==> src/pidr_pkg.sv <==
// Package: register map, configuration struct and reset values of the PID duty regulator.
package pidr_pkg;

    localparam int ADDR_W = 5;
    localparam int DATA_W = 32;

    localparam logic [2:0] REG_TARGET    = 3'd0;
    localparam logic [2:0] REG_ENABLE    = 3'd1;
    localparam logic [2:0] REG_KP        = 3'd2;
    localparam logic [2:0] REG_KI        = 3'd3;
    localparam logic [2:0] REG_KD        = 3'd4;
    localparam logic [2:0] REG_ILIMIT    = 3'd5;
    localparam logic [2:0] REG_DLIMIT    = 3'd6;

    localparam logic [20:0] TARGET_MAX   = 21'd1966080;

    localparam logic [23:0] KP_RESET     = 24'd838861;
    localparam logic [23:0] KI_RESET     = 24'd336;
    localparam logic [27:0] KD_RESET     = 28'd167772160;
    localparam logic [30:0] ILIMIT_RESET = 31'd1288490189;
    localparam logic [15:0] DLIMIT_RESET = 16'd62259;

    typedef struct packed {
        logic [20:0] target_voltage;
        logic        enable;
        logic [23:0] kp_gain;
        logic [23:0] ki_gain;
        logic [27:0] kd_gain;
        logic [30:0] integral_limit;
        logic [15:0] duty_limit;
    } cfg_t;

endpackage

==> src/pidr_cfg.sv <==
// APB register bank holding the regulator setpoint, enable, gains and limits.
module pidr_cfg
    import pidr_pkg::*;
(
    input  logic              clk,
    input  logic              rst_n,
    input  logic              psel,
    input  logic              penable,
    input  logic              pwrite,
    input  logic [ADDR_W-1:0] paddr,
    input  logic [DATA_W-1:0] pwdata,
    output logic [DATA_W-1:0] prdata,
    output logic              pready,
    output cfg_t              cfg
);

    cfg_t        cfg_reg;
    logic        wr_en;
    logic [2:0]  idx;
    logic [20:0] target_next;

    assign pready = 1'b1;
    assign wr_en  = psel && penable && pwrite && pready;
    assign idx    = paddr[4:2];
    assign cfg    = cfg_reg;

    assign target_next = (pwdata[20:0] > TARGET_MAX) ? TARGET_MAX : pwdata[20:0];

    always_ff @(posedge clk or negedge rst_n)
    begin
        if (!rst_n)
        begin
            cfg_reg.target_voltage <= '0;
            cfg_reg.enable         <= 1'b0;
            cfg_reg.kp_gain        <= KP_RESET;
            cfg_reg.ki_gain        <= KI_RESET;
            cfg_reg.kd_gain        <= KD_RESET;
            cfg_reg.integral_limit <= ILIMIT_RESET;
            cfg_reg.duty_limit     <= DLIMIT_RESET;
        end
        else if (wr_en)
        begin
            unique case (idx)
                REG_TARGET: cfg_reg.target_voltage <= target_next;
                REG_ENABLE: cfg_reg.enable         <= pwdata[0];
                REG_KP:     cfg_reg.kp_gain        <= pwdata[23:0];
                REG_KI:     cfg_reg.ki_gain        <= pwdata[23:0];
                REG_KD:     cfg_reg.kd_gain        <= pwdata[27:0];
                REG_ILIMIT: cfg_reg.integral_limit <= pwdata[30:0];
                REG_DLIMIT: cfg_reg.duty_limit     <= pwdata[15:0];
                default:    ;
            endcase
        end
    end

    always_comb
    begin
        unique case (idx)
            REG_TARGET: prdata = {11'd0, cfg_reg.target_voltage};
            REG_ENABLE: prdata = {31'd0, cfg_reg.enable};
            REG_KP:     prdata = {8'd0, cfg_reg.kp_gain};
            REG_KI:     prdata = {8'd0, cfg_reg.ki_gain};
            REG_KD:     prdata = {4'd0, cfg_reg.kd_gain};
            REG_ILIMIT: prdata = {1'b0, cfg_reg.integral_limit};
            REG_DLIMIT: prdata = {16'd0, cfg_reg.duty_limit};
            default:    prdata = '0;
        endcase
    end

endmodule

==> config.mk <==
export PLATFORM = sky130hd
export DESIGN_NAME = pidr_cfg
export DESIGN_NICKNAME = d
export VERILOG_FILES = /design/src/pidr_pkg.sv /design/src/pidr_cfg.sv
export SDC_FILE = /design/constraint.sdc
export NUM_CORES = 1
export LEC_CHECK = 0
export BUFFER_PORTS_ARGS = -buffer_cell sky130_fd_sc_hd__clkbuf_2
export CORE_MARGIN = 2
export CORE_UTILIZATION = 39
export DETAILED_ROUTE_END_ITERATION = 8
export GPL_TIMING_DRIVEN = 0
export PLACE_DENSITY = 0.73
export SYNTH_ARGS = -nofsm -noshare
export SYNTH_HDL_FRONTEND = slang
export SYNTH_SLANG_ARGS = --single-unit
==> constraint.sdc <==
create_clock -name clk -period 1.85 [get_ports clk]
set_input_delay 0.2775 -clock clk [delete_from_list [all_inputs] [get_ports clk]]
set_output_delay 0.2775 -clock clk [all_outputs]
set_load 0.02 [all_outputs]
==> results of run 1 <==
## critical path: stages (launching register included)
cell and delay, ns:
dfrtp_1 0.39, mux4_2 0.47, mux2_4 0.29, buf_8 0.13
## layer usage
layer	up-vias	share of wire (%)
li1	2462	-
met1	2834	44
met2	184	48
met3	29	5.9
met4	0	1.8
met5	-	0
## metrics by stage
step | std cells | hold WS [ns] | instance area [um^2]
after floorplan | 532 | -0.0181 | 6790
after global placement | 971 | 0.491 | 8140
after detailed placement | 972 | 0.347 | 8180
after CTS | 1017 | 0.0841 | 9000
after global routing | 1029 | 0.0780 | 9250
final | 1029 | 0.0895 | 9250
## synthesized netlist by cell type (6+ instances only)
library cell,instances,share of area (%)
mux2_2,136,23
buf_4,10,1.1
a21oi_2,10,1.3
and3_1,7,0.64
mux2i_1,21,3.1
o21ai_0,6,0.44
dfrtp_1,103,38
buf_2,15,1.1
clkbuf_1,11,0.61
a21oi_1,29,2.1
a22oi_1,12,1.3
dfstp_2,42,16
a221oi_1,11,1.4
nand2_1,52,2.9
nor2_1,20,1.1
## what timing repair did
item	4_1_cts	5_1_grt
setup buffers	12	12
hold endpoints to repair	53	0
gates resized for setup	57	54
hold buffers	1	0
pin swaps	4	8
endpoints found under the setup margin	31	24
cloned	0	0
## worst paths after layout
| check | depth (start not counted) | from | end |
|---|---|---|---|
| setup / recovery | 3 | cfg[75] | prdata[0] |
| hold / removal | 2 | pwdata[30] | cfg[46] |
| setup reg to reg | 3 | cfg[75] | cfg[75] |
| hold reg to reg | 2 | cfg[144] | cfg[144] |
| max in group asynchronous | 3 | rst_n | cfg[0] |
| min in group asynchronous | 2 | rst_n | cfg[122] |
## area by class of cell
class                           instances  share of cell area [%]
Sequential cell                       145                    39.8
Multi-Input combinational cell        347                    32.9
Timing Repair Buffer                  240                    14.7
Clock buffer                           23                    4.95
Buffer                                 40                    3.79
Tap cell                              225                    3.04
Clock inverter                          9                   0.920
## cell families after synthesis
family	after synthesis	share of synthesized area, %
mux	161	26.8
flops	145	54.2
simple gates	102	6.98
compound gates	82	8.51
buf+inv	40	3.37
other cells	2	0.111
## report_power, final
part           internal [W]  total [W]  switching [W]  leakage (nW)
combinational       0.00137    0.00323        0.00185          2.46
clock               0.00188    0.00322        0.00134         0.269
sequential          0.00393    0.00444       0.000512          1.76
total               0.00719     0.0109        0.00371          4.49
==> impl_metrics.py, run 1 <==
metrics = {
    "global_route": {
        "antenna_found_initial": 1,
        "grt_pass1_wl_um": 32300,
        "grt_remaining_overflow": 0,
        "grt_pass1_vias": 5414,
        "busiest_layer": "met2",
        "grt_usage_pct": 23.7,
        "grt_max_degree": 79,
        "grt_use_met3_pct": 6.52,
        "met1_usage_pct": 31.2,
        "grt_use_met2_pct": 37.8,
    },
    "finish": {
        "regArea_mm2": 0.00368,
        "layout_common_cells": "199 x clkbuf_2, 128 x mux2_2, 103 x dfrtp_1",
        "fillers": 1503,
        "synthToLayoutAreaGrowth_pct": 36.2,
        "diodes": 0,
        "mostFrequentLayoutCell": "clkbuf_2",
        "final_core_util_pct": 53.9,
        "nets": 833,
        "drive_gt1_share_pct": 64.6,
        "multiInputGateArea_mm2": 0.00304,
        "largest_reg_flops": 145,
    },
    "logic_synthesis": {
        "syn-num-nets": 574,
        "yosysUniqueCellTypes": 39,
        "synthCells": 532,
        "synth_seq_cells": 145,
        "synth_edf_count": 0,
        "synth_flop_cell": "dfrtp_1",
        "ys_seq_area_share_pct": 54.2,
        "netlist_area_mm2": 0.00679,
        "yosys_warnings": 0,
        "synthArstFlopShare_pct": 100,
        "avgSynthCellArea_um2": 12.8,
    },
    "clock_network": {
        "cts-root-buf": "clkbuf_16",
        "insertion_delay_ns": 0.41,
        "clk_path_buf_depth": 2,
        "path_clk_slew_ns": 0.06,
        "cts_tree": "built",
        "cts-buffers-inserted": 17,
        "cts_sinks": 145,
        "h-tree-depth": 4,
    },
    "job": {
        "drv_cap": 0,
    },
    "floorplan": {
        "die_area_mm2": 0.0185,
        "core_mm2": 0.0172,
        "die_w_um": 136,
        "initial_core_util_pct": 39.5,
        "io-pin-count": 220,
        "num_rows": 48,
        "die_y_um": 136,
    },
    "sta": {
        "min_period_over_period_pct": 107,
        "rsz0062_at_grt": "true",
        "slew_headroom_pct": 55.3,
        "post-route-min-period_ns": 1.98,
        "setup_viol_count_final": 5,
        "fmax_mhz": 505,
        "final.setup.tns_ns": -0.173,
        "finalWorstSetupSlack_ns": -0.130,
        "worst_pin_slew_ns": 0.670,
        "timing.final.hold_violations": 0,
        "slew_viol_final": 0,
        "skew_ns": 0,
    },
    "place": {
        "place_ws_ns": -0.726,
        "place.gp.congestion": 0.792,
        "dp_hpwl_um": 15300,
        "port_buffers": 214,
    },
    "route": {
        "drc_errors": 0,
        "post_drt_wl_per_cell_um": 21.3,
        "finalWirelength_um": 21900,
        "ant_nets": 0,
        "dr.pass1.iters": 4,
        "viasPerCell": 5.35,
        "drt_iter0_markers": 273,
        "num_vias": 5509,
    },
    "critical_path": {
        "regToRegSetupSlack_ns": 0.84,
        "required_ns": 1.57,
        "path_max_fanout": 2,
        "critical_path_class": "flop to output port",
        "arrival_ns": 1.70,
        "endpoint_kind": "output port",
        "startpoint_type": "flop",
    },
    "power": {
        "power-per-cell-area_mw_per_mm2": 1180,
        "ir_drop_mv": 0.664,
        "p_total_w": 0.0109,
        "p_leak_nw": 4.49,
    },
    "run_status": {
        "outcome": "complete, but fails checks",
        "violations": "setup timing",
    },
    "worst_hold_path": {
        "min_path_type": "input port to flop",
    },
}
(Power assumes the default switching activity.)
==> run 2: changes to the inputs <==
--- a/config.mk
+++ b/config.mk
@@ -11,6 +11,7 @@
 export DETAILED_ROUTE_END_ITERATION = 8
 export GPL_TIMING_DRIVEN = 0
 export PLACE_DENSITY = 0.73
+export SETUP_SLACK_MARGIN = 0.1
 export SYNTH_ARGS = -nofsm -noshare
 export SYNTH_HDL_FRONTEND = slang
 export SYNTH_SLANG_ARGS = --single-unit
==> run 2 against run 1 <==
Effect of this change:
- die area stayed put
- core utilization rose by 2.8 points
- the run still ends with setup timing left
- hold slack lost 0.0033 ns
- cell count increased by 2.5%
- global-route usage decreased by 0.42 points
- worst setup slack better by 0.0048 ns
- sequential power is essentially flat
- combinational power is 6.5% higher
- non-clock buffer count increased by 26
- critical path depth did not move
- power grew 5.6%
==> impl_metrics.py, run 2 (same netlist as run 1, synthesis figures left out) <==
metrics = {
    "floorplan": {
        "initial_core_util_pct": 39.5,
        "die_w_um": 136,
        "core_mm2": 0.0172,
        "die_y_um": 136,
        "num_rows": 48,
        "io-pin-count": 220,
        "die_area_mm2": 0.0185,
    },
    "finish": {
        "synthToLayoutAreaGrowth_pct": 43.3,
        "fillers": 1477,
        "layout_common_cells": "192 x clkbuf_2, 127 x mux2_2, 103 x dfrtp_1",
        "instances_no_fill": 1055,
        "mostFrequentLayoutCell": "clkbuf_2",
        "diodes": 0,
        "largest_reg_flops": 145,
        "drive_gt1_share_pct": 68.1,
        "design_area_mm2": 0.00973,
        "nets": 859,
    },
    "critical_path": {
        "r2r_end": "cfg[90]",
        "arrival_ns": 1.70,
        "r2r_cells": 3,
        "startpoint_type": "flop",
        "endpoint_kind": "output port",
        "regToRegSetupSlack_ns": 0.84,
        "r2r-start": "cfg[90]",
        "startpoint": "cfg[123]",
        "required_ns": 1.57,
        "path_max_fanout": 2,
        "critical_path_class": "flop to output port",
    },
    "route": {
        "finalWirelength_um": 22100,
        "drt_iter0_markers": 329,
        "ant_nets": 0,
        "dr.pass1.iters": 5,
        "num_vias": 5673,
        "post_drt_wl_per_cell_um": 20.9,
        "viasPerCell": 5.38,
        "drc_errors": 0,
    },
    "worst_hold_path": {
        "min_path_type": "input port to flop",
        "hold_path_end": "cfg[44]",
        "holdCritStartpoint": "pwdata[28]",
        "min_path_cells": 2,
    },
    "sta": {
        "finalWorstSetupSlack_ns": -0.125,
        "rsz0062_at_grt": "true",
        "min_period_over_period_pct": 107,
        "post-route-min-period_ns": 1.98,
        "timing.final.hold_violations": 0,
        "fmax_mhz": 506,
        "setup_viol_count_final": 8,
        "skew_ns": 0,
        "final.setup.tns_ns": -0.237,
        "worst_pin_slew_ns": 0.615,
        "slew_headroom_pct": 59.0,
        "whs_ns": 0.0862,
        "slew_viol_final": 0,
    },
    "clock_network": {
        "cts_sinks": 145,
        "path_clk_slew_ns": 0.06,
        "insertion_delay_ns": 0.43,
        "clk_path_buf_depth": 2,
        "cts_tree": "built",
        "h-tree-depth": 4,
        "cts-root-buf": "clkbuf_16",
        "cts-buffers-inserted": 17,
    },
    "run_status": {
        "outcome": "complete, but fails checks",
        "violations": "setup timing",
    },
    "job": {
        "drv_cap": 0,
    },
    "power": {
        "p_leak_nw": 4.69,
        "power-per-cell-area_mw_per_mm2": 1180,
        "ir_drop_mv": 0.625,
    },
    "global_route": {
        "grt_pass1_wl_um": 31700,
        "grt_remaining_overflow": 0,
        "antenna_found_initial": 0,
        "grt_max_degree": 75,
        "grt_pass1_vias": 5336,
        "grt_usage_pct": 23.3,
    },
    "place": {
        "place.gp.congestion": 0.780,
        "post-place-cells": 972,
        "dp_hpwl_um": 14800,
        "dpl_cell_area_mm2": 0.00823,
        "place_ws_ns": -0.646,
        "port_buffers": 214,
    },
}
==> run 2: cell types whose count changed in the layout (fill, tap and decap cells not counted), moves of 3 or more <==
cell,previous run,this run
a22oi_2,2,7
clkinvlp_4,0,3
mux2i_1,21,16
clkbuf_1,11,7
a21oi_2,13,17
clkbuf_2,199,192
a21oi_1,26,22
buf_12,5,8
buf_4,45,68
mux2i_2,0,5
a22oi_1,10,5
bufinv_16,1,4
o221ai_1,5,0
o221ai_2,0,5
==> run 2: layout make-up <==
class / instances / area [um^2] / share of cell area [%]
Buffer: 40 / 353 / 3.63
Clock buffer: 18 / 429 / 4.41
Clock inverter: 14 / 189 / 1.94
Multi-Input combinational cell: 347 / 3140 / 32.3
Sequential cell: 145 / 3680 / 37.8
Tap cell: 225 / 282 / 2.89
Timing Repair Buffer: 266 / 1660 / 17.0
==> run 2: through the flow <==
stage	util (%)	power, W
after floorplan	-	0.00624
after global placement	47.7	0.00736
after detailed placement	47.9	0.00743
after CTS	54.3	0.0113
after global routing	56.7	0.0120
final	56.7	0.0115
==> run 2: how the worst max path moves through the flow <==
stage	end	cells after the start
after CTS	prdata[0]	3
final	prdata[0]	3
after floorplan	prdata[8]	6
after global placement	cfg[97]	1
after global routing	prdata[0]	3
after detailed placement	prdata[11]	8
==> run 2: critical path, stage by stage, from the launching register on <==
cell and delay [ns]:
dfrtp_1 0.39, mux4_2 0.45, mux2_4 0.29, buf_8 0.13
==> run 2: timing repair <==
| action | CTS | global route |
|---|---|---|
| resized for setup | 74 | 58 |
| hold buffers | 1 | 0 |
| setup endpoints to repair | 32 | 26 |
| cloned | 0 | 2 |
| pin swaps | 7 | 16 |
| endpoints found under the hold margin | 50 | 0 |
| buffers inserted | 28 | 20 |
==> run 2: power by group <==
group,leakage [nW],switching [W],internal [W]
Combinational,2.63,0.00192,0.00152
Sequential,1.76,0.000521,0.00393
Clock,0.296,0.00137,0.00225
==> run 2: metal layers <==
metal	GRT usage [%]	wire length (um)	vias to the layer above
met5	0	0	-
met4	7.58	524	0
met3	5.56	1240	35
met2	37.1	10500	231
met1	31.4	9830	2890
li1	-	-	2517
==> run 3: changes to the inputs <==
--- a/config.mk
+++ b/config.mk
@@ -12,6 +12,7 @@
 export GPL_TIMING_DRIVEN = 0
 export PLACE_DENSITY = 0.73
 export SETUP_SLACK_MARGIN = 0.1
+export SKIP_CTS_REPAIR_TIMING = 1
 export SYNTH_ARGS = -nofsm -noshare
 export SYNTH_HDL_FRONTEND = slang
 export SYNTH_SLANG_ARGS = --single-unit
==> run 3 against run 2 <==
Effect of this change:
- the run still ends with setup timing left
- clock skew is the same
- wire length is 2.9% lower
- largest cell class unchanged
- sequential share of layout area grew 1.4 points
- flip-flop and latch count did not move
==> impl_metrics.py, run 3 (same netlist as run 1, synthesis figures left out) <==
metrics = {
    "run_status": {
        "outcome": "complete, but fails checks",
        "violations": "setup timing",
    },
    "finish": {
        "design_area_mm2": 0.00938,
        "synthToLayoutAreaGrowth_pct": 38.1,
        "diodes": 0,
        "largest_reg_flops": 145,
        "instances_no_fill": 1031,
        "mostFrequentLayoutCell": "clkbuf_2",
        "layout_common_cells": "197 x clkbuf_2, 131 x mux2_2, 103 x dfrtp_1",
        "drive_gt1_share_pct": 67.1,
        "nets": 835,
    },
    "sta": {
        "slew_viol_final": 0,
        "slew_headroom_pct": 59.6,
        "setup_viol_count_final": 9,
        "min_period_over_period_pct": 106,
        "whs_ns": 0.0852,
        "finalWorstSetupSlack_ns": -0.115,
        "post-route-min-period_ns": 1.97,
        "fmax_mhz": 509,
        "skew_ns": 0,
        "final.setup.tns_ns": -0.299,
        "timing.final.hold_violations": 0,
        "rsz0062_at_grt": "true",
        "worst_pin_slew_ns": 0.605,
    },
    "critical_path": {
        "endpoint_kind": "output port",
        "arrival_ns": 1.69,
        "r2r_end": "cfg[88]",
        "cp_top_family": "multiplexers",
        "r2r_cells": 2,
        "regToRegSetupSlack_ns": 0.94,
        "cp_num_buf_inv": 1,
        "required_ns": 1.57,
        "crit_slowest_cell": "mux4_2",
        "crit_chain": "mux4_2 -> mux2_2 -> buf_6",
        "critical_path_class": "flop to output port",
        "startpoint_type": "flop",
        "path_max_fanout": 3,
        "cpPeakStageDelay_ns": 0.45,
        "r2r-start": "cfg[88]",
    },
    "route": {
        "finalWirelength_um": 21400,
        "drt_iter0_markers": 312,
        "drc_errors": 0,
        "post_drt_wl_per_cell_um": 20.8,
        "dr.pass1.iters": 5,
        "ant_nets": 0,
        "viasPerCell": 5.32,
        "num_vias": 5483,
    },
    "worst_hold_path": {
        "hold_path_end": "cfg[44]",
        "min_path_cells": 2,
        "min_path_type": "input port to flop",
        "holdCritStartpoint": "pwdata[28]",
    },
    "floorplan": {
        "initial_core_util_pct": 39.5,
        "io-pin-count": 220,
        "num_rows": 48,
        "core_mm2": 0.0172,
        "die_area_mm2": 0.0185,
        "die_y_um": 136,
        "die_w_um": 136,
    },
    "clock_network": {
        "cts_tree": "built",
        "cts-buffers-inserted": 17,
        "clk_path_buf_depth": 2,
        "cts_sinks": 145,
        "insertion_delay_ns": 0.43,
        "path_clk_slew_ns": 0.06,
        "cts-root-buf": "clkbuf_16",
        "h-tree-depth": 4,
    },
    "power": {
        "power-per-cell-area_mw_per_mm2": 1200,
        "ir_drop_mv": 0.627,
        "clkPwrFrac_pct": 32.0,
        "intPower_w": 0.00754,
        "swShare_pct": 33.1,
        "power_switching_w": 0.00374,
        "p_leak_nw": 4.51,
        "combinationalPowerShare_pct": 28.5,
        "pwr-share-seq_pct": 39.5,
    },
    "job": {
        "drv_cap": 0,
    },
    "global_route": {
        "grt_pass1_wl_um": 30700,
        "grt_remaining_overflow": 0,
        "antenna_found_initial": 0,
        "grt_pass1_vias": 5114,
        "grt_max_degree": 75,
        "grt_usage_pct": 22.6,
    },
    "place": {
        "dpl_cell_area_mm2": 0.00823,
        "place.gp.congestion": 0.780,
        "dp_hpwl_um": 14800,
        "port_buffers": 214,
        "place_ws_ns": -0.646,
        "post-place-cells": 972,
    },
}
[run 3: metal layers]
layer,vias to the layer above,GRT usage (%),wire [um]
li1,2461,-,-
met1,2787,31.0,9550
met2,208,35.9,10400
met3,27,5.52,1140
met4,0,6.25,314
met5,-,0,0
[run 3: through the flow]
stage | power [W] | util [%]
6_report | 0.0113 | 54.6
3_3_place_gp | 0.00736 | 47.7
4_1_cts | 0.0111 | 51.5
5_1_grt | 0.0118 | 54.6
2_1_floorplan | 0.00624 | -
3_5_place_dp | 0.00743 | 47.9
[run 3: worst max-delay path by stage]
stage	startpoint	to	slack, ns	cells after the start
after floorplan	paddr[2]	prdata[8]	0.04	6
after global placement	rst_n	cfg[97]	-2.01	1
after detailed placement	paddr[2]	prdata[11]	-0.65	8
after CTS	paddr[2]	prdata[11]	-0.65	8
after global routing	cfg[123]	prdata[0]	-0.16	3
final	cfg[123]	prdata[0]	-0.12	3
[run 3: area by class of cell]
class / count / area (um^2)
Buffer: 40 / 339
Multi-Input combinational cell: 347 / 3100
Sequential cell: 145 / 3680
Clock inverter: 14 / 189
Timing Repair Buffer: 242 / 1360
Tap cell: 225 / 282
Clock buffer: 18 / 429
Fill cell: 1512 / 7800
[run 3: power groups by stage]
| stage | registers, W | logic, W | clock network (W) |
|---|---|---|---|
| after detailed placement | 0.00448 | 0.00294 | 0 |
| final | 0.00446 | 0.00321 | 0.00361 |
| after CTS | 0.00443 | 0.00295 | 0.00367 |
| after global routing | 0.00453 | 0.00343 | 0.00385 |
| after global placement | 0.00446 | 0.00290 | 0 |
| after floorplan | 0.00516 | 0.00108 | 0 |
